===== src/design/mvp_pkg.sv =====
// Shared constants, types and codes for the matrix-vector product block.
package mvp_pkg;

  localparam int MAX_LENGTH_DEFAULT    = 64;
  localparam int FRACTION_BITS_DEFAULT = 16;

  localparam int ROW_BITS    = 6;
  localparam int VALUE_BITS  = 32;
  localparam int SIZE_BITS   = 7;
  localparam int ACC_BITS    = 64;
  localparam int QUEUE_DEPTH = 4;

  // Item operation codes
  localparam logic OP_VECTOR = 1'b0;
  localparam logic OP_MATRIX = 1'b1;

  // Configuration register indexes
  localparam logic REG_VECTOR_LENGTH = 1'b0;
  localparam logic REG_COLUMN_COUNT  = 1'b1;

  // One multiply-accumulate job handed from front to back
  typedef struct packed {
    logic signed [VALUE_BITS-1:0] value;
    logic signed [VALUE_BITS-1:0] coeff;
    logic                         last;
  } mac_item_t;

endpackage


===== src/design/mvp_queue.sv =====
// Short FIFO of multiply-accumulate jobs between front and back.
module mvp_queue (
  input  logic                                     clk,
  input  logic                                     rst,
  input  logic                                     push,
  input  mvp_pkg::mac_item_t                       push_data,
  input  logic                                     pop,
  output logic                                     head_valid,
  output mvp_pkg::mac_item_t                       head,
  output logic [$clog2(mvp_pkg::QUEUE_DEPTH+1)-1:0] count
);

  localparam int PW = $clog2(mvp_pkg::QUEUE_DEPTH);
  localparam int CW = $clog2(mvp_pkg::QUEUE_DEPTH + 1);

  mvp_pkg::mac_item_t slots [mvp_pkg::QUEUE_DEPTH];
  logic [PW-1:0]      wr_ptr;
  logic [PW-1:0]      rd_ptr;

  assign head_valid = (count != '0);
  assign head       = slots[rd_ptr];

  always_ff @(posedge clk) begin
    if (rst) begin
      wr_ptr <= '0;
      rd_ptr <= '0;
      count  <= '0;
    end else begin
      if (push) begin
        wr_ptr <= wr_ptr + PW'(1);
      end
      if (pop && head_valid) begin
        rd_ptr <= rd_ptr + PW'(1);
      end
      count <= count + CW'(push) - CW'(pop && head_valid);
    end
  end

  always_ff @(posedge clk) begin
    if (push) begin
      slots[wr_ptr] <= push_data;
    end
  end

  assert property (@(posedge clk) disable iff (rst)
    (count == CW'(mvp_pkg::QUEUE_DEPTH)) |-> !push || (pop && head_valid))
    else $error("job queue overrun");

endmodule


===== config.mk =====
export PLATFORM = sky130hd
export DESIGN_NAME = mvp_queue
export DESIGN_NICKNAME = d
export VERILOG_FILES = /design/src/design/mvp_pkg.sv /design/src/design/mvp_queue.sv
export SDC_FILE = /design/constraint.sdc
export NUM_CORES = 1
export LEC_CHECK = 0
export BUFFER_PORTS_ARGS = -buffer_cell sky130_fd_sc_hd__buf_2
export CORE_ASPECT_RATIO = 1.2
export CORE_UTILIZATION = 45
export DETAILED_ROUTE_END_ITERATION = 6
export HOLD_SLACK_MARGIN = 0.05
export PLACE_DENSITY = 0.75
export SLEW_MARGIN = 25
export SYNTH_ARGS = -nofsm -noshare
export SYNTH_HDL_FRONTEND = slang
export SYNTH_SLANG_ARGS = --single-unit

===== constraint.sdc =====
create_clock -name clk -period 3.6 [get_ports clk]
set_input_delay 0.72 -clock clk [delete_from_list [all_inputs] [get_ports clk]]
set_output_delay 0.72 -clock clk [all_outputs]
set_load 0.01 [all_outputs]

== After elaboration in Yosys (flattened, before gate mapping) ==
Memory sizes are Yosys's and may differ from the RTL's. A register that Yosys moved wholly into a read port is not among the register bits.
Cells that the tools add are included.

* Output and inout bits: 69
* Memories: 1
* Input bits: 69
* Register bits after elaboration: 7
* Word-level logic and storage cells: 14
* Memory bits (writable): 260

* Reductions and logical operators: 2
* Add/sub/neg operators: 4
* Mux-type cells: 4

{| class="wikitable"
|+ Memories
! memory !! depth !! bits a word !! read ports !! clocked after memory_dff !! write ports !! RTL line !! text
|-
| slots || 4 || 65 || 1 || 1 || 1 || mvp_queue.sv:16 || <nowiki>mvp_pkg::mac_item_t slots [mvp_pkg::QUEUE_DEPTH];</nowiki>
|}

{| class="wikitable"
|+ Operator list
! operator !! count
|-
| 2-bit by 1-bit adder with 2-bit output (second input constant) || 2
|-
| 2-bit two-way mux || 2
|-
| 3-bit by 1-bit adder with 3-bit output || 1
|-
| 3-bit nonzero test || 1
|-
| 3-bit by 1-bit subtractor with 3-bit output || 1
|-
| 1-bit two-way mux || 2
|-
| 1-bit logical AND || 1
|}

== Depth between registers and ports, before layout ==
* Word-level depth: 4
* Depth in mapped cells: 7
* Gate-level depth less buffers: 7

== Least setup slack after synthesis ==
Ideal clock, no wire load.

* Path type: input to register
* Start: input push
* End: memory slots[0][0] (netlist name) (enable)
* Path slack: 0.921 ns
* Arrival: 2.249 ns
* Data required time: 3.170 ns
* Stages on the path: 1
* Library setup time: 0.430 ns
* Path buffers: 0
* Path through: and2_1

* Longest elaborated chain between the ends: 2

{| class="wikitable"
|+ RTL lines
! what !! RTL line !! text
|-
| start, declared || mvp_queue.sv:5 || <nowiki>input logic push,</nowiki>
|-
| 1-bit two-way mux || mvp_queue.sv:40 || <nowiki>if (push) begin</nowiki>
|-
| 1-bit two-way mux (not written as such) || mvp_queue.sv:41 || <nowiki>slots[wr_ptr] <= push_data;</nowiki>
|-
| end, declared || mvp_queue.sv:16 ||
|}

No other way between the ends.

==> flow_summary_export.csv <==
group,metric,value,unit
grt,grt_max_degree,66,
clock_tree,clk_path_buf_depth,3,
drt,wl_per_cell,20.5,um
grt,grtUsageTotal,0.151,
drt,viasPerCell,5.22,
worst_setup_path,cp.arrival,2.26,ns
synthesis,synth.area.mux_share,0.152,
synthesis,synthTopCellsByCount,"260 x edfxtp_1, 65 x mux4_2, 9 x dfxtp_1",
final_layout,synthToLayoutAreaGrowth,17.5,%
synthesis,synthTopCellsByArea,"edfxtp_1 79%, mux4_2 15%, dfxtp_1 1.8%, buf_12 1.0%, ha_1 0.76%",
grt,antenna_found_initial,2,
synthesis,yosysSeqAreaShare,0.807,
timing,clock_skew,0.0177,ns
synthesis,synth-xor-area-share,0.00329,
drt,ant_nets,0,
drt,wl,17000,um
worst_setup_path,worst_setup_path_end_kind,"output pin",
synthesis,synth_ff_type,"edfxtp_1",
clock_tree,cts_resized,0,
drt,vias,4334,
timing,slew_headroom,0.316,
clock_tree,cts_tree,"yes",
synthesis,synthDistinctLibCells,21,
synthesis,avgSynthCellArea,25.8,um2
placement,pre_cts_slack,1.09,ns
worst_hold_path,min_path_cells,1,
worst_hold_path,min_to,"slots[3][1]",
worst_setup_path,r2r-start,"count[1]",
timing,worst_slack,0.620,ns
placement,port_buffers,137,
floorplan,start_util,0.457,
synthesis,yosys.area_share.simple,0.00759,
worst_hold_path,hold_path.class,"input pin to flop",
floorplan,fp.dieW,137,um
clock_tree,clkSinkCount,269,
clock_tree,cts_setup_buffers,0,
floorplan,core_area,21600,um2
worst_setup_path,r2r-end,"count[2]",
timing,finalHoldViolCount,0,
timing,period_share,0.828,
pwr,power.leakage,3.91,nW
synthesis,synth-seq-cells,269,
synthesis,syn_inst,384,
worst_hold_path,min-delay-start,"push_data[1]",
clock_tree,cts-root-buf,"clkbuf_16",
timing,worst_pin_slew,1.03,ns
synthesis,synth-compound-area-share,0.00177,
final_layout,drive_gt1_frac,0.443,
worst_setup_path,cp.required,2.88,ns
outcome,status,"finished, final reports clean",
drt,first_pass_iters,4,
pwr,peakVddDrop,0.490,mV
clock_tree,clk-insertion-delay-late,0.53,ns
floorplan,die_area,22600,um2
clock_tree,cts_hold_buffers,0,
pwr,finalPower,0.00753,W
synthesis,synthArstFlopShare,0,
drt,first_iter_violations,167,
synthesis,synth_top_family_by_area,"multiplexers",
placement,post-dp-hpwl,9740,um
grt,grt_remaining_overflow,0,
final_layout,nets,614,
timing,period_needed,2.98,ns
job,drv_cap,0,
worst_setup_path,start_kind,"flop",
final_layout,antenna_cells,0,
clock_tree,clk_pin_slew,0.06,ns
synthesis,synth_largest_area_cell,"edfxtp_1",
worst_setup_path,r2r_setup_slack,1.65,ns
synthesis,yosysMostFrequentCell,"edfxtp_1",
floorplan,die_h,164,um
timing,slew_violations,0,
floorplan,num_rows,59,
synthesis,netlist.area_leader.share,0.789,
placement,placed_cell_area,10800,um2
synthesis,syn_area,9890,um2
worst_setup_path,critPathKind,"flop to output pin",
synthesis,ys_warn_count,0,
grt,grt_pass1_vias,4614,
timing,finalSetupTns,0,ns
placement,gp_congestion,0.698,
final_layout,post-route-cell-area,11600,um2
synthesis,synth_edf_count,260,
worst_setup_path,cp_max_fo,19,
drt,drcViolationCount,0,
grt,grt_pass1_wl,25300,um
clock_tree,cts.htree.levels,1,
timing,setup_viol,0,
synthesis,synthAdderAreaFrac,0.00961,
worst_setup_path,rr_worst_depth,7,
synthesis,syn-num-nets,460,
pwr,power_density,648,nW/um2
timing,max_freq,0.336,GHz
clock_tree,cts_inserted_buffers,27,
timing,rsz0062_at_grt,"no",
floorplan,ioPinCount,138,
[layer usage]
layer	global-route usage	up-vias	share of wire
li1	-	1948	-
met1	0.189	2251	0.41
met2	0.265	101	0.52
met3	0.0313	32	0.051
met4	0.0430	2	0.020
met5	0	-	0.00076
[state kept, by name, summed over array words and instances, names as in the netlist, named ones only]
signal	cells
count	3
rd_ptr	2
slots	260
wr_ptr	2
[report_power, final]
group | total, W | switching [W] | internal (W)
combinational | 0.00125 | 0.000576 | 0.000674
sequential | 0.00376 | 0.000144 | 0.00362
clock | 0.00252 | 0.00108 | 0.00144
[per-stage QoR]
stage               std cells   util  hold WS, ns
floorplan                 384      -        0.514
global placement          782  0.500        0.525
detailed placement        782  0.500        0.551
CTS                       830  0.537        0.386
global route              831  0.537        0.387
finish                    831  0.537        0.407
[kinds of logic after synthesis]
family | after synthesis
AO/OA/AOI/OAI | 2
XOR/XNOR | 2
adder cells (fa/ha/maj) | 7
buffers and inverters | 21
flip-flops | 269
multiplexers | 69
AND/OR/NAND/NOR | 14
[layout by cell type, fill, tap and decap left out]
master,synthesis,final
ha_1,6,6
mux4_2,65,65
nor2_1,5,5
xnor2_1,1,1
inv_1,6,6
o311ai_0,1,1
clkbuf_1,2,5
buf_12,5,2
clkinv_1,0,10
inv_6,0,1
dfxtp_1,9,7
nor2b_1,4,4
o31a_1,1,1
clkinvlp_4,0,1
mux2i_1,1,1
xor3_1,1,1
and2_4,0,4
buf_2,6,137
bufinv_16,0,1
mux2_2,3,3
clkbuf_16,0,27
fa_1,1,1
clkinv_2,0,3
edfxtp_1,260,260
dfxtp_4,0,2
buf_4,1,1
or3_1,1,1
[worst max-delay path, cell delays in order, from the launching register on]
cell and delay (ns):
dfxtp_4 0.61, buf_4 0.40, mux4_2 0.56, buf_2 0.15
[final cells by class]
cell class                      count  area, um2
Timing Repair Buffer              140        733
Inverter                            6       22.5
Multi-Input combinational cell     94       1740
Fill cell                        1657      10000
Sequential cell                   269       8000
Clock inverter                     16       98.8
Clock buffer                       32        694
Tap cell                          274        343
[worst max-delay path by stage]
stage	startpoint	to	cells past startpoint
after floorplan	push	slots[0][0]	1
after global placement	flop	head[62]	3
after detailed placement	flop	head[47]	3
after CTS	flop	head[47]	3
after global routing	flop	head[47]	3
final	flop	head[52]	3
Note: power is estimated with default switching activity, not from simulation.
