===== config.mk =====
export PLATFORM = sky130hd
export DESIGN_NAME = mvp_back_flat
export DESIGN_NICKNAME = d
export VERILOG_FILES = /design/src/design/mvp_pkg.sv /design/src/design/mvp_if.sv /design/src/design/mvp_back.sv /design/src/flat_wrapper.sv
export SDC_FILE = /design/constraint.sdc
export NUM_CORES = 2
export LEC_CHECK = 0
export CORE_UTILIZATION = 60
export CTS_BUF_LIST = sky130_fd_sc_hd__clkbuf_4 sky130_fd_sc_hd__clkbuf_8 sky130_fd_sc_hd__clkbuf_16
export DETAILED_ROUTE_END_ITERATION = 10
export DONT_BUFFER_PORTS = 1
export PLACE_DENSITY = 0.76
export SYNTH_ARGS = -nofsm -noshare
export SYNTH_HDL_FRONTEND = slang
export SYNTH_SLANG_ARGS = --single-unit

===== constraint.sdc =====
create_clock -name clk -period 11.05 [get_ports clk]
set_input_delay 1.6575 -clock clk [delete_from_list [all_inputs] [get_ports clk]]
set_output_delay 1.6575 -clock clk [all_outputs]
set_load 0.1 [all_outputs]

===== src/design/mvp_pkg.sv =====
// Shared constants, types and codes for the matrix-vector product block.
package mvp_pkg;

  localparam int MAX_LENGTH_DEFAULT    = 64;
  localparam int FRACTION_BITS_DEFAULT = 16;

  localparam int ROW_BITS    = 6;
  localparam int VALUE_BITS  = 32;
  localparam int SIZE_BITS   = 7;
  localparam int ACC_BITS    = 64;
  localparam int QUEUE_DEPTH = 4;

  // Item operation codes
  localparam logic OP_VECTOR = 1'b0;
  localparam logic OP_MATRIX = 1'b1;

  // Configuration register indexes
  localparam logic REG_VECTOR_LENGTH = 1'b0;
  localparam logic REG_COLUMN_COUNT  = 1'b1;

  // One multiply-accumulate job handed from front to back
  typedef struct packed {
    logic signed [VALUE_BITS-1:0] value;
    logic signed [VALUE_BITS-1:0] coeff;
    logic                         last;
  } mac_item_t;

endpackage


===== src/design/mvp_if.sv =====


interface mvp_result_if;
  logic                                  valid;
  logic                                  ready;
  logic [mvp_pkg::ROW_BITS-1:0]          column_number;
  logic signed [mvp_pkg::VALUE_BITS-1:0] product_sum;
  logic                                  final_result;

  modport source (output valid, output column_number, output product_sum,
                  output final_result, input ready);
  modport sink   (input valid, input column_number, input product_sum,
                  input final_result, output ready);
endinterface


===== src/design/mvp_back.sv =====
// Back end: multiply, round, saturating accumulate and result register.
module mvp_back #(
  parameter int FRACTION_BITS = mvp_pkg::FRACTION_BITS_DEFAULT
) (
  input  logic                          clk,
  input  logic                          rst,
  input  logic                          cfg_clear,
  input  logic [mvp_pkg::SIZE_BITS-1:0] eff_cols,
  input  logic                          head_valid,
  input  mvp_pkg::mac_item_t            head,
  output logic                          pop,
  mvp_result_if.source                  result
);

  localparam int AB = mvp_pkg::ACC_BITS;
  localparam logic signed [AB-1:0] HALF    = (AB'(1) << FRACTION_BITS) >> 1;
  localparam logic signed [AB-1:0] ACC_MAX = {1'b0, {(AB-1){1'b1}}};
  localparam logic signed [AB-1:0] ACC_MIN = {1'b1, {(AB-1){1'b0}}};
  localparam logic signed [mvp_pkg::VALUE_BITS-1:0] SUM_MAX =
    {1'b0, {(mvp_pkg::VALUE_BITS-1){1'b1}}};
  localparam logic signed [mvp_pkg::VALUE_BITS-1:0] SUM_MIN =
    {1'b1, {(mvp_pkg::VALUE_BITS-1){1'b0}}};

  logic                              en;
  logic signed [AB-1:0]              mul;
  logic                              p_valid;
  logic                              p_last;
  logic signed [AB-1:0]              p_product;
  logic signed [AB-1:0]              rounded;
  logic                              r_valid;
  logic                              r_last;
  logic signed [AB-1:0]              r_scaled;
  logic signed [AB-1:0]              acc;
  logic signed [AB-1:0]              acc_sum;
  logic signed [AB-1:0]              acc_sat;
  logic signed [mvp_pkg::VALUE_BITS-1:0] sum32;
  logic [mvp_pkg::ROW_BITS-1:0]      col;
  logic                              col_last;
  logic                              closing;

  // Stall only when a column result meets a full, unread output register
  assign en      = !(r_valid && r_last && result.valid && !result.ready);
  assign pop     = en && head_valid;
  assign closing = en && r_valid && r_last;

  assign mul     = head.value * head.coeff;
  assign rounded = (p_product + HALF) >>> FRACTION_BITS;

  always_comb begin
    acc_sum = acc + r_scaled;
    if ((acc[AB-1] == r_scaled[AB-1]) && (acc_sum[AB-1] != acc[AB-1])) begin
      acc_sat = acc[AB-1] ? ACC_MIN : ACC_MAX;
    end else begin
      acc_sat = acc_sum;
    end
    if ((&acc_sat[AB-1:mvp_pkg::VALUE_BITS-1]) || !(|acc_sat[AB-1:mvp_pkg::VALUE_BITS-1])) begin
      sum32 = acc_sat[mvp_pkg::VALUE_BITS-1:0];
    end else begin
      sum32 = acc_sat[AB-1] ? SUM_MIN : SUM_MAX;
    end
    col_last = ({1'b0, col} >= eff_cols - mvp_pkg::SIZE_BITS'(1));
  end

  always_ff @(posedge clk) begin
    if (rst) begin
      p_valid      <= 1'b0;
      r_valid      <= 1'b0;
      acc          <= '0;
      col          <= '0;
      result.valid <= 1'b0;
    end else begin
      if (en) begin
        p_valid <= head_valid;
        r_valid <= p_valid;
      end
      if (cfg_clear) begin
        acc <= '0;
        col <= '0;
      end else if (en && r_valid) begin
        if (r_last) begin
          acc <= '0;
          col <= col_last ? '0 : col + mvp_pkg::ROW_BITS'(1);
        end else begin
          acc <= acc_sat;
        end
      end
      if (closing) begin
        result.valid <= 1'b1;
      end else if (result.ready) begin
        result.valid <= 1'b0;
      end
    end
  end

  always_ff @(posedge clk) begin
    if (en) begin
      p_product <= mul;
      p_last    <= head.last;
      r_scaled  <= rounded;
      r_last    <= p_last;
    end
    if (closing) begin
      result.column_number <= col;
      result.product_sum   <= sum32;
      result.final_result  <= col_last;
    end
  end

  assert property (@(posedge clk) disable iff (rst)
    cfg_clear |=> (acc == '0) && (col == '0))
    else $error("configuration write did not clear accumulation state");

  assert property (@(posedge clk) disable iff (rst)
    (closing && col_last) |=> (col == '0) && result.valid && result.final_result)
    else $error("final column did not wrap the column counter");

endmodule


===== src/flat_wrapper.sv =====
// flat-port wrapper written by rule: the top's interface ports become plain ports
module mvp_back_flat 
#(
  parameter int FRACTION_BITS = mvp_pkg::FRACTION_BITS_DEFAULT
)
  (clk, rst, cfg_clear, eff_cols, head_valid, head, pop, result_valid, result_column_number, result_product_sum, result_final_result, result_ready);
  mvp_result_if result_i ();
  input  logic clk;
  input  logic rst;
  input  logic cfg_clear;
  input  logic [mvp_pkg::SIZE_BITS-1:0] eff_cols;
  input  logic head_valid;
  input  mvp_pkg::mac_item_t head;
  output logic pop;
  output wire logic [$bits(result_i.valid)-1:0] result_valid;
  output wire logic [$bits(result_i.column_number)-1:0] result_column_number;
  output wire logic [$bits(result_i.product_sum)-1:0] result_product_sum;
  output wire logic [$bits(result_i.final_result)-1:0] result_final_result;
  input wire logic [$bits(result_i.ready)-1:0] result_ready;
  assign result_valid = result_i.valid;
  assign result_column_number = result_i.column_number;
  assign result_product_sum = result_i.product_sum;
  assign result_final_result = result_i.final_result;
  assign result_i.ready = result_ready;
  mvp_back #(.FRACTION_BITS(FRACTION_BITS)) u_core (.clk(clk), .rst(rst), .cfg_clear(cfg_clear), .eff_cols(eff_cols), .head_valid(head_valid), .head(head), .pop(pop), .result(result_i));
endmodule

* Yosys cells after proc, flatten, opt, wreduce, memory -nomap -nowiden *
Cells that the tools add are included.

word-level totals
  logic and storage cells = 44
  bits of input ports = 77
  output and inout bits = 41
  register bits after elaboration = 226

operators by class
  eq/ne operators = 2
  multiply operators = 1
  muxes and demuxes = 8
  add/subtract/negate cells = 4
  $lt $le $gt $ge = 1
  reduce and logical (&&, ||, !) cells = 16

operators with widths
  cell                    number
  $mux 64                 3
  $add 64x17->64 const B  1
  $add 64x48->64          1
  $mul 32x32->64          1
  $mux 32                 2
  $reduce_and 33->1       1
  $reduce_or 33->1        1
  $ge 6x7->1              1
  $logic_and 1x1->1       7
  $sub 7x1->7 const B     1
  $add 6x1->6 const B     1
  $mux 6                  1
  $logic_not 1->1         3
  $mux 1                  2
  $reduce_and 2->1        1
  $reduce_bool 2->1       1
  $reduce_or 2->1         1
  $eq 1x1->1              1
  $logic_or 1x1->1        1
  $ne 1x1->1              1

* Longest topological paths before layout *
  depth after elaboration = 8
  gate-level depth with buffers = 31
  depth with buffers taken out = 30

* Worst setup path before layout *
Ideal clock, no wire load.

  kind = input to register
  start = in head[3] in the netlist's numbering
  end = reg u_core.p_product[63] (data pin)
  setup time = 0.260 ns
  stages on the path = 28
  required time = 10.790 ns
  path slack = 1.616 ns
  arrival time = 9.174 ns
  path buffers = 1
  cell sequence = clkbuf_1 -> nand2_1 -> inv_1 -> fa_1 -> fa_1 -> fa_1 -> fa_1 -> inv_1 -> fa_1 -> inv_1 -> fa_1 -> inv_1 -> fa_1 -> inv_1 -> fa_1 -> ha_1 -> a21o_1 -> a21o_1 -> a21oi_1 -> o211ai_1 -> a41oi_1 -> o21ai_0 -> a221oi_1 -> o21ai_0 -> a31o_2 -> o21a_1 -> nor2_1 -> xnor2_1

between the ends
  cells in the longest elaborated chain, start to end = 1

RTL lines
  element                 line                source
  start: declaration      flat_wrapper.sv:13  input mvp_pkg::mac_item_t head;
  $mul 32x32->64          mvp_back.sv:46      assign mul = head.value * head.coeff;
  net u_core.mul[63]      mvp_back.sv:25      logic signed [AB-1:0] mul;
  end signal: assignment  mvp_back.sv:97      p_product <= mul;
  end: declaration        mvp_back.sv:28      logic signed [AB-1:0] p_product;

The timed path passes the listed nets, and every way through them passes these cells.
A chain may end at the register's enable or synchronous reset.

* Worst setup path in the final report *
  start = in head[64] in the netlist's numbering
  end = reg u_core.p_product[63] (data pin)

Same word-level chain as after synthesis.

==> results.md <==
- Root buf cell: clkbuf_16
- CTS Sinks: 211
- Main synth FF type: edfxtp_1
- Sink of the worst hold path: u_core.r_last
- GR Util All Layers: approximately 33%
- Final Wtd Congestion: between 0.9 and 1
- First-pass GRT wire length: 206,000 um
- Tmin final: between 9 and 10 ns
- TNS Setup: 0 ns
- Share of the synthesized area in the top cell type: a little under half
- GRT overflow: 0
- Post-CTS Setup Inserts: 0
- Seq/Total Area, Yosys: 11.7%
- RSZ-0062 raised after global routing: no
- Vias in the first global route: 37,000
- Core box area: ~79,000 um2
- Filler cells: around 6,600
- Final #Nets: 6,267
- Share of cells above drive strength 1: 1.79%
- Worst-Skew Late Latency: 0.52 ns
- Initial antenna violation count: 6
- Synth area leader: fa_1
- Largest net degree at the start of global routing: 67
- Initial Util: 60.7%
- Slowest Stage Delay on Critical Path: 0.87 ns
- # setup viols final: 0
- CP Class: input pin to flip-flop
- Commonest cells post-synth: fa_1 (1,082), inv_1 (976), nand2_1 (614)
- Seq. cell area: about 5600 um2
- Multi-input gate area: about 38,000 um2
- Post-route DRC: 0
- Antenna Nets Post-Route: 0
- Post-synth ARST share: 0%
- Synth Instances: 5,078
- Max frequency: 106 MHz
- R2R depth: 16
- CP Max Fanout: 32
- Worst Hold Launch: u_core.p_last
- Port bufs: 0
- Post-DP HPWL: 98,300 um
- Slew headroom: 16.3%
- Count of cell types in the netlist: 78
- Type of the tightest min-delay check: flip-flop to flip-flop
- Slew @ Worst Pin: ~1.3 ns
- Clk_skew: 0.0135 ns
- Seq cells post-synth: 211
- DR vias: 34,500
- Final Max Tran Viols: 0
- Hold-critical path depth: 0
- Vias per cell: just under 6
- Chip width: 285 um
- Arrival @ worst endpoint: 9.70 ns
- IO Pins: 118
- Post-Syn Area: 48,000 um2
- Fin. Hold Viols: 0
- Startpoint Class: input pin
- Worst EP required: 11.30 ns
- Drt wl/cell: 21.9 um
- Outcome: finished, final reports clean
- Final WL: 130,000 um
- Syn avg cell area: 9.46 um2
- Synth warn: 0
- Site row count: 103
- Final Core Density: between 60 and 70%
- Critical path's slowest cell: fa_1
- R2r endpoint: u_core.result.product_sum[5]
- Crit-path most repeated cell: fa_1
- Reg clk slew, reported paths: about 0.060 ns
- Top-count cell post-synth: fa_1
- # Max-Cap Violations: 0
- Synth Net Count: roughly 6,500
- Post-synth EDFFs: 138
- Nature of the critical path endpoint: flip-flop
- Crit share post-route: 85.5%
- Area Overhead vs Synth: 2.43%
- H-tree depth: 1
- Main area contributors after synthesis: fa_1 (45%), edfxtp_1 (8.6%), inv_1 (7.6%), and2_1 (6.7%), ha_1 (6.6%)
- R2R Setup Slk: 4.99 ns
- Drt pass-1 iters: 8
- Maximum clock insertion buffer count: 3
- CTS Hold Bufs: 0
- Inserted Clock Buffers: 21
- Die Y: 285 um
- Starting DRT DRC Count: 2,628
- Post-CTS sizing: 0
- Reg2Reg Launch Point: u_core.r_scaled[47]
- Die ar.: 81,200 um2
- TritonCTS clock tree: built
placed cells by master, fill, tap and decap left out, drive strengths merged, types with 8 or more instances in the layout:
master	synthesis	final
xor2	67	67
o21ai	123	123
edfxtp	138	138
and3	17	17
nand3	37	37
ha	252	252
nor2b	18	18
and4	17	17
or3	8	8
fa	1082	1082
inv	976	980
nor4	10	10
o211ai	16	16
a21boi	9	9
and2	518	518
a21oi	196	196
nand2b	28	28
nand2	614	614
mux2i	32	32
o21a	20	20
xnor2	103	103
a211oi	15	15
a21o	56	56
o21bai	11	11
buf	11	13
dfxtp	73	73
clkbuf	247	27
nor2	220	220
nand4	53	53
a31oi	12	12
nor3	23	23
area by class of cell:
cell class / instances / area share [%]
antenna: 1 / 0.00509
clock buffer: 27 / 1.22
clock inverter: 11 / 0.259
inverter: 976 / 7.45
multi-input combinational: 3633 / 76.8
sequential: 211 / 11.4
tap: 1050 / 2.67
timing repair buffer: 13 / 0.198
kinds of logic after synthesis:
family	after synthesis	share of synthesized area, %
AOI/OAI and AO/OA	509	6.67
xor gates and xnor gates	170	3.12
adders and majority gates	1334	51.7
buffers and inverters	1234	9.74
DFF	211	11.7
muxes	33	0.690
and+or+nand+nor	1587	16.4
per-layer routing:
layer / vias to the layer above / track usage (%) / wire length (um)
met3: 319 / 9.27 / 15100
met4: 2 / 11.1 / 5140
li1: 15000 / - / -
met5: - / 0 / 11
met1: 17500 / 44.7 / 52000
met2: 1791 / 51.3 / 57700
how the worst max path moves through the flow:
stage / depth (start not counted) / slack, ns / startpoint / endpoint
after floorplan: 28 / 1.62 / head[3] / u_core.p_product[63]
after global placement: 29 / 1.17 / head[64] / u_core.p_product[63]
after detailed placement: 29 / 1.10 / head[64] / u_core.p_product[63]
after CTS: 29 / 1.62 / head[64] / u_core.p_product[63]
after global routing: 29 / 1.03 / head[64] / u_core.p_product[63]
final: 29 / 1.60 / head[64] / u_core.p_product[63]
critical path: cells and delay by family:
kind | cells | cell delay (ns)
AO/OA/AOI/OAI | 10 | 1.88
XOR/XNOR | 1 | 0.08
buffers and inverters | 7 | 1.08
adder cells (fa/ha/maj) | 9 | 4.72
AND/OR/NAND/NOR | 2 | 0.25
metrics by stage:
| step | worst slack, ns | instance area [um2] | cells | hold slack, ns |
|---|---|---|---|---|
| after floorplan | 1.62 | 48000 | 5078 | 0.400 |
| after global placement | 1.17 | 48500 | 5883 | 0.424 |
| after detailed placement | 1.10 | 48500 | 5883 | 0.412 |
| after CTS | 1.62 | 49200 | 5921 | 0.427 |
| after global routing | 1.03 | 49200 | 5921 | 0.433 |
| final | 1.60 | 49200 | 5922 | 0.425 |
registers in the layout, indices dropped and copies added (netlist names):
name and count:
u_core.p_product 49, u_core.p_valid 1, u_core.r_scaled 48, u_core.r_last 1
u_core.result.product_sum 32, u_core.col 6, u_core.r_valid 1, u_core.p_last 1
u_core.result.valid 1, u_core.acc 64, u_core.result.final_result 1, u_core.result.column_number 6
Power is not shown: default switching activity piles up to over one toggle a cycle in this logic, so the estimate is an artifact.
