### src/design/mvp_pkg.sv
// Shared constants, types and codes for the matrix-vector product block.
package mvp_pkg;

  localparam int MAX_LENGTH_DEFAULT    = 64;
  localparam int FRACTION_BITS_DEFAULT = 16;

  localparam int ROW_BITS    = 6;
  localparam int VALUE_BITS  = 32;
  localparam int SIZE_BITS   = 7;
  localparam int ACC_BITS    = 64;
  localparam int QUEUE_DEPTH = 4;

  // Item operation codes
  localparam logic OP_VECTOR = 1'b0;
  localparam logic OP_MATRIX = 1'b1;

  // Configuration register indexes
  localparam logic REG_VECTOR_LENGTH = 1'b0;
  localparam logic REG_COLUMN_COUNT  = 1'b1;

  // One multiply-accumulate job handed from front to back
  typedef struct packed {
    logic signed [VALUE_BITS-1:0] value;
    logic signed [VALUE_BITS-1:0] coeff;
    logic                         last;
  } mac_item_t;

endpackage

### src/design/mvp_if.sv
// Stream interfaces for input items and result items.
interface mvp_item_if;
  logic                                  valid;
  logic                                  ready;
  logic                                  op;
  logic [mvp_pkg::ROW_BITS-1:0]          row_index;
  logic signed [mvp_pkg::VALUE_BITS-1:0] value;

  modport source (output valid, output op, output row_index, output value, input ready);
  modport sink   (input valid, input op, input row_index, input value, output ready);
endinterface


### src/design/mvp_ram.sv
// Generic single-write, single-read RAM with registered read data.
module mvp_ram #(
  parameter int WIDTH = 32,
  parameter int DEPTH = 64
) (
  input  logic                     clk,
  input  logic                     we,
  input  logic [$clog2(DEPTH)-1:0] waddr,
  input  logic [WIDTH-1:0]         wdata,
  input  logic [$clog2(DEPTH)-1:0] raddr,
  output logic [WIDTH-1:0]         rdata
);

  logic [WIDTH-1:0] mem [DEPTH];

  always_ff @(posedge clk) begin
    if (we) begin
      mem[waddr] <= wdata;
    end
    rdata <= mem[raddr];
  end

endmodule

### src/design/mvp_front.sv
// Front end: accept items, write vector elements, fetch coefficients, queue jobs.
module mvp_front #(
  parameter int MAX_LENGTH = mvp_pkg::MAX_LENGTH_DEFAULT
) (
  input  logic                                      clk,
  input  logic                                      rst,
  mvp_item_if.sink                                  item,
  input  logic [mvp_pkg::SIZE_BITS-1:0]             eff_len,
  input  logic [$clog2(mvp_pkg::QUEUE_DEPTH+1)-1:0] q_count,
  output logic                                      push,
  output mvp_pkg::mac_item_t                        push_data
);

  localparam int DEPTH = (MAX_LENGTH < 64) ? MAX_LENGTH : 64;
  localparam int AW    = $clog2(DEPTH);
  localparam int CW    = $clog2(mvp_pkg::QUEUE_DEPTH + 1);

  logic                                  accept;
  logic                                  vec_write;
  logic                                  mat_take;
  logic                                  mat_last;
  logic [AW-1:0]                         addr;
  logic                                  s1_valid;
  logic                                  s1_last;
  logic signed [mvp_pkg::VALUE_BITS-1:0] s1_value;
  logic [mvp_pkg::VALUE_BITS-1:0]        coeff;

  // Reserve room for the job already in flight toward the queue
  assign item.ready = ((CW+1)'(q_count) + (CW+1)'(s1_valid)) < (CW+1)'(mvp_pkg::QUEUE_DEPTH);
  assign accept     = item.valid && item.ready;
  assign addr       = item.row_index[AW-1:0];

  always_comb begin
    vec_write = 1'b0;
    mat_take  = 1'b0;
    mat_last  = 1'b0;
    case (item.op)
      mvp_pkg::OP_VECTOR: begin
        vec_write = accept &&
          ({1'b0, item.row_index} < mvp_pkg::SIZE_BITS'(DEPTH));
      end
      mvp_pkg::OP_MATRIX: begin
        mat_take = accept && ({1'b0, item.row_index} < eff_len);
        mat_last = ({1'b0, item.row_index} == eff_len - mvp_pkg::SIZE_BITS'(1));
      end
      default: begin
        vec_write = 1'b0;
      end
    endcase
  end

  mvp_ram #(
    .WIDTH (mvp_pkg::VALUE_BITS),
    .DEPTH (DEPTH)
  ) u_vector_store (
    .clk   (clk),
    .we    (vec_write),
    .waddr (addr),
    .wdata (item.value),
    .raddr (addr),
    .rdata (coeff)
  );

  always_ff @(posedge clk) begin
    if (rst) begin
      s1_valid <= 1'b0;
    end else begin
      s1_valid <= mat_take;
    end
  end

  always_ff @(posedge clk) begin
    if (mat_take) begin
      s1_value <= item.value;
      s1_last  <= mat_last;
    end
  end

  assign push            = s1_valid;
  assign push_data.value = s1_value;
  assign push_data.coeff = coeff;
  assign push_data.last  = s1_last;

  assert property (@(posedge clk) disable iff (rst)
    s1_valid |-> (q_count < CW'(mvp_pkg::QUEUE_DEPTH)))
    else $error("job pushed into a full queue");

endmodule

### src/flat_wrapper.sv
// flat-port wrapper written by rule: the top's interface ports become plain ports
module mvp_front_flat 
#(
  parameter int MAX_LENGTH = mvp_pkg::MAX_LENGTH_DEFAULT
)
  (clk, rst, eff_len, q_count, push, push_data, item_valid, item_op, item_row_index, item_value, item_ready);
  mvp_item_if item_i ();
  input  logic clk;
  input  logic rst;
  input  logic [mvp_pkg::SIZE_BITS-1:0] eff_len;
  input  logic [$clog2(mvp_pkg::QUEUE_DEPTH+1)-1:0] q_count;
  output logic push;
  output mvp_pkg::mac_item_t push_data;
  input wire logic [$bits(item_i.valid)-1:0] item_valid;
  input wire logic [$bits(item_i.op)-1:0] item_op;
  input wire logic [$bits(item_i.row_index)-1:0] item_row_index;
  input wire logic [$bits(item_i.value)-1:0] item_value;
  output wire logic [$bits(item_i.ready)-1:0] item_ready;
  assign item_i.valid = item_valid;
  assign item_i.op = item_op;
  assign item_i.row_index = item_row_index;
  assign item_i.value = item_value;
  assign item_ready = item_i.ready;
  mvp_front #(.MAX_LENGTH(MAX_LENGTH)) u_core (.clk(clk), .rst(rst), .item(item_i), .eff_len(eff_len), .q_count(q_count), .push(push), .push_data(push_data));
endmodule
### config.mk
export PLATFORM = sky130hd
export DESIGN_NAME = mvp_front_flat
export DESIGN_NICKNAME = d
export VERILOG_FILES = /design/src/design/mvp_pkg.sv /design/src/design/mvp_if.sv /design/src/design/mvp_ram.sv /design/src/design/mvp_front.sv /design/src/flat_wrapper.sv
export SDC_FILE = /design/constraint.sdc
export NUM_CORES = 2
export LEC_CHECK = 0
export BUFFER_PORTS_ARGS = -buffer_cell sky130_fd_sc_hd__clkbuf_2
export CORE_ASPECT_RATIO = 1.4
export CORE_MARGIN = 8
export CORE_UTILIZATION = 55
export DETAILED_ROUTE_END_ITERATION = 8
export HOLD_SLACK_MARGIN = 0.12
export PLACE_DENSITY_LB_ADDON = 0.05
export SYNTH_ARGS = -nofsm -noshare
export SYNTH_HDL_FRONTEND = slang
export SYNTH_SLANG_ARGS = --single-unit
### constraint.sdc
create_clock -name clk -period 15.68 [get_ports clk]
set_input_delay 1.568 -clock clk [delete_from_list [all_inputs] [get_ports clk]]
set_output_delay 1.568 -clock clk [all_outputs]
set_load 0.005 [all_outputs]
Yosys cells after proc, flatten, opt, wreduce, memory -nomap -nowiden. Memory sizes are Yosys's and may differ from the RTL's. A register that Yosys moved wholly into a read port is not among the register bits. Cells that the tools add are included.

Logic and storage cells: 15. Register bits after elaboration: 34. Input bits: 52. Bits in writable memories: 2048. Memories kept: 1.

Memories: u_core.u_vector_store.mem (words 64, bits a word 32, read ports 1, clocked after memory_dff 1, write ports 1, RTL line mvp_ram.sv:14) `logic [WIDTH-1:0] mem [DEPTH];`.

Muxes and demuxes: 4. Equality and inequality tests: 1. $add $sub $neg: 2. Reduce and logical (&&, ||, !) cells: 2. Magnitude comparators: 2.

Operators with widths (number): == test 6 x 7 -> 1 bit (1); less-than comparator 6 x 7 -> 1 bit (1); subtractor 7 x 1 -> 7 bit (second input constant) (1); adder 3 x 1 -> 4 bit (1); less-than comparator 4 x 3 -> 1 bit (second input constant) (1); two-way mux 1 bit (4); logical AND 1 bit (2).

Longest topological paths before layout.
Depth in word-level cells: 6. Depth in mapped cells: 11. Depth with buffers taken out: 8.

Hierarchy. Synthesis repeated with hierarchy kept, for this count alone.

Cell total of the unflattened synthesis: 3406. Area, all modules: 79874.1 µm².

By module, submodules not included: mvp_ram (times used 1, cells each 3324, sequential area each 62139.6 µm², area each 78515.3 µm²); mvp_front (times used 1, cells each 82, sequential area each 1011.0 µm², area each 1358.8 µm²).

Worst setup path after synthesis. OpenSTA, ideal clock, no wires.

Path type: input -> register. From: input item_row_index[0]. To: register u_core.s1_last, enable pin. Stages on the path: 10. Setup time: 518 ps. Data required time: 15162 ps. Arrival: 6285 ps. Setup slack: 8877 ps. Cell sequence: buf_4 > inv_2 > buf_2 > buf_2 > ha_1 > nor2b_1 > o21a_1 > o21a_1 > o21a_1 > o41ai_1.

Longest elaborated chain between the ends: 3.

RTL lines: from (decl) (RTL line flat_wrapper.sv:16) `input wire logic [$bits(item_i.row_index)-1:0] item_row_index;`; less-than comparator 6 x 7 -> 1 bit (RTL line mvp_front.sv:43) `mat_take = accept && ({1'b0, item.row_index} < eff_len);`; logical AND 1 bit (RTL line mvp_front.sv:43); two-way mux 1 bit (RTL line mvp_front.sv:37) `case (item.op)`; net u_core.mat_take (RTL line mvp_front.sv:20) `logic mat_take;`; to (signal assigned) (RTL line mvp_front.sv:75) `s1_last <= mat_last;`; to (decl) (RTL line mvp_front.sv:24) `logic s1_last;`.

The timed path passes the listed nets, and every way through them passes these cells. A chain may end at the register's enable or synchronous reset.

==> flow_metrics.env <==
export IMPL_run_status="complete, no violations"
export IMPL_ys_top_cells_by_area="edfxtp_1 (79%), a221oi_1 (5.0%), a22oi_1 (3.0%), mux2i_1 (1.7%), mux2_2 (1.3%)"
export IMPL_route_vias_total=46400
export IMPL_synth_top_flop_cell="edfxtp_1"
export IMPL_worst_ir_drop_vdd_mv=0.108
export IMPL_regToRegEndpoint="u_core.u_vector_store.mem[14][23]$_DFFE_PP_"
export IMPL_p_leak_uw=0.0277
export IMPL_setup_total_negative_slack_ps=0
export IMPL_initial_utilization_pct=55.2
export IMPL_fp_dieH_microns=466
export IMPL_slowest_delay_ps=1110
export IMPL_postRouteWirelength_microns=246000
export IMPL_final_seq_area_sq_um=63200
export IMPL_drive_above_1_share_pct=16.2
export IMPL_post_dp_cell_area_sq_um=83000
export IMPL_post_cts_setup_buffers=0
export IMPL_postSynthRegisterBits=2114
export IMPL_area_share_of_the_leading_cell_type_in_the_synthesized_netlist_pct=78.7
export IMPL_gp_congestion=0.857
export IMPL_std_cell_rows=165
export IMPL_post_synth_num_cell_types=76
export IMPL_number_of_flops_mapped_to_enable_cells_by_yosys=2081
export IMPL_portion_of_the_clock_cycle_consumed_by_the_worst_path_in_the_final_layout_pct=38.9
export IMPL_synth_area_in_compound_gates_pct=12.4
export IMPL_multi_input_area_sq_um=15400
export IMPL_period_minus_slack_ps=6090
export IMPL_grt_setup_unrepaired="false"
export IMPL_hpwl_detailed_microns=134000
export IMPL_wl_per_cell_microns=36.7
export IMPL_route_detailed_vias_per_inst=6.92
export IMPL_synth_top_cells_by_count="edfxtp_1 (2,081), a221oi_1 (455), a22oi_1 (315)"
export IMPL_grt_use_total_pct=30.7
export IMPL_tightest_slew_ps=1380
export IMPL_synthesis_area_per_instance_sq_um=17.7
export IMPL_cts_tree="built"
export IMPL_clock_insertion_delay_worst_skew_ps=850
export IMPL_place_detailed_instances=6360
export IMPL_synth_area_mux_share_pct=3.28
export IMPL_cts_root_to_sink_buffers=3
export IMPL_post_synth_top_area_cell="edfxtp_1"
export IMPL_port_buffer_count=118
export IMPL_cts_buffers_inserted=189
export IMPL_max_cap_viol_count=0
export IMPL_dieArea_sq_um=157000
export IMPL_grt_overflow_total=0
export IMPL_cts_htree_levels=4
export IMPL_critPathLaunchType="primary input"
export IMPL_yosys_area_share_xor_xnor_pct=0.0661
export IMPL_timing_reg2reg_worst_path_depth=6
export IMPL_cp_arrival_ps=6880
export IMPL_grt_first_pass_wirelength_microns=342000
export IMPL_start_point_of_the_critical_path="item_row_index[2]"
export IMPL_coreArea_sq_um=144000
export IMPL_async_flop_share_pct=0
export IMPL_critical_path_reg2reg_startpoint="u_core.push$_SDFF_PP0_"
export IMPL_worstPathCellList="buf_8 > buf_4 > nor2b_4 > buf_4 > buf_4 > a221oi_1 > o31ai_1 > a2111oi_2 > buf_2 > nand4_1"
export IMPL_postCtsResizedCells=0
export IMPL_setup_viol=0
export IMPL_route_top_layer_used="met5"
export IMPL_grt_max_degree=146
export IMPL_detailedRoute_firstPassIterationCount=5
export IMPL_required_ps=16470
export IMPL_final_layout_fill_cell_count=10400
export IMPL_synthAdderAreaFrac_pct=0.110
export IMPL_wl_met2_microns=116000
export IMPL_post_synthesis_simple_gate_area_fraction_pct=2.66
export IMPL_postSynthCellCount=4490
export IMPL_route_detailed_drc=0
export IMPL_most_used_standard_cell_by_instance_count_after_synthesis="edfxtp_1"
export IMPL_crit_slowest_cell="o31ai_1"
export IMPL_final_setup_skew_ps=32.9
export IMPL_synthesis_yosys_warnings=0
export IMPL_hold_violations=0
export IMPL_grt_antenna_before_repair=13
export IMPL_library_cell_used_as_clock_root_buffer="clkbuf_16"
export IMPL_area_growth_syn_to_layout_pct=12.1
export IMPL_drt_antenna_violating_nets=0
export IMPL_clock_sinks=2114
export IMPL_wl_met3_microns=23400
export IMPL_slew_headroom_pct=8.03
export IMPL_stdcell_count=6711
export IMPL_mappedNetlistArea_sq_um=79400
export IMPL_clkSlewWorstSetupHoldPaths_ps=70
export IMPL_end_kind="register"
export IMPL_detail_route_wirelength_met1_microns=93600
export IMPL_drtIter0Drc=6586
export IMPL_fmaxAchievable_ghz=0.164
export IMPL_first_global_vias=44800
export IMPL_layout_nets=4690
export IMPL_drv_slew=0
export IMPL_cp_common_cell="buf_4"
export IMPL_top_level_ports=119
export IMPL_reg2reg_slack_ps=11630
export IMPL_dominant_combinational_cell_family_by_area_after_synthesis="compound AO/OA/AOI/OAI gates"
export IMPL_min_delay_path_class="register to register"
export IMPL_final_cell_area_sq_um=89000
export IMPL_synth_fp_nets=4549
export IMPL_floorplan_die_width_microns=337
export IMPL_timing_critical_path_to="u_core.u_vector_store.rdata[4]$_DFF_P_"
export IMPL_criticalPathCategory="primary input to register"
export IMPL_ys_seq_area_share_pct=79.5
export IMPL_worst_path_maximum_fanout=57
export IMPL_pwrdens_nw_per_um2=129
export IMPL_hold_buffers=0
## report_power, final
part           leakage, uW  internal, uW  switching, uW
sequential          0.0190          6230           19.5
combinational      0.00574           165            477
clock              0.00293          2540           2050
total               0.0277          8930           2550
## layout make-up
class	instances	share of cell area [%]
Multi-Input combinational cell	2022	17.3
Sequential cell	2114	70.9
Clock buffer	244	5.61
Clock inverter	104	1.15
Antenna cell	3	0.00843
Inverter	9	0.0492
Timing Repair Buffer	295	2.27
Tap cell	1920	2.70
## worst max-delay path, delay by kind of cell
kind | cells | cell delay, ps
simple gates | 2 | 1050
compound gates | 3 | 1380
buf+inv | 5 | 2710
## stage by stage
stage	hold WS (ps)	power [uW]	setup WS, ps	util, %
detailed placement	664	7010	8860	57.7
finish	704	11500	9590	61.9
global placement	662	7000	8410	57.6
floorplan	566	6650	8880	-
global route	742	11700	9540	61.9
CTS	688	11500	9760	61.9
## kinds of logic (layout without fill, tap and decap cells)
kind of cell	count (synthesis)	in the layout
flip-flops	2114	2114
buffers and inverters	354	652
AND/OR/NAND/NOR	458	458
multiplexers	237	237
AO/OA/AOI/OAI	1314	1314
other	0	3
XOR/XNOR	6	6
adder cells (fa/ha/maj)	7	7
## cell usage in the layout, fill, tap and decap left out, drive strengths merged, types with 34 or more instances in the layout
cell type	Yosys	final
edfxtp	2081	2081
a22oi	315	315
clkbuf	151	353
a221oi	457	457
o22ai	129	129
a21oi	91	91
buf	194	186
nor2	279	279
clkinv	0	72
mux2	94	94
nand2	34	34
o21ai	166	166
mux2i	134	134
## flip-flops by register name (all words and copies together) (netlist names)
name / flops
u_core.s1_last: 1
u_core.s1_value: 32
u_core.push: 1
u_core.u_vector_store.rdata: 32
u_core.u_vector_store.mem: 2048
## how the worst min path moves through the flow
stage / from / depth (start not counted) / end
after global placement: u_core.u_vector_store.mem[58][7]$_DFFE_PP_ / 4 / u_core.u_vector_store.rdata[7]$_DFF_P_
final: u_core.u_vector_store.mem[58][7]$_DFFE_PP_ / 4 / u_core.u_vector_store.rdata[7]$_DFF_P_
after floorplan: u_core.u_vector_store.mem[24][11]$_DFFE_PP_ / 3 / u_core.u_vector_store.rdata[11]$_DFF_P_
after detailed placement: u_core.u_vector_store.mem[58][7]$_DFFE_PP_ / 4 / u_core.u_vector_store.rdata[7]$_DFF_P_
after CTS: u_core.u_vector_store.mem[58][7]$_DFFE_PP_ / 4 / u_core.u_vector_store.rdata[7]$_DFF_P_
after global routing: u_core.u_vector_store.mem[58][13]$_DFFE_PP_ / 4 / u_core.u_vector_store.rdata[13]$_DFF_P_
## per-layer routing
layer / global-route usage, % / vias up
li1: - / 19100
met1: 41.8 / 24200
met4: 13.8 / 2
met5: 0 / -
met2: 48.6 / 2729
met3: 5.67 / 430
Power figures use the tool's default switching activity.
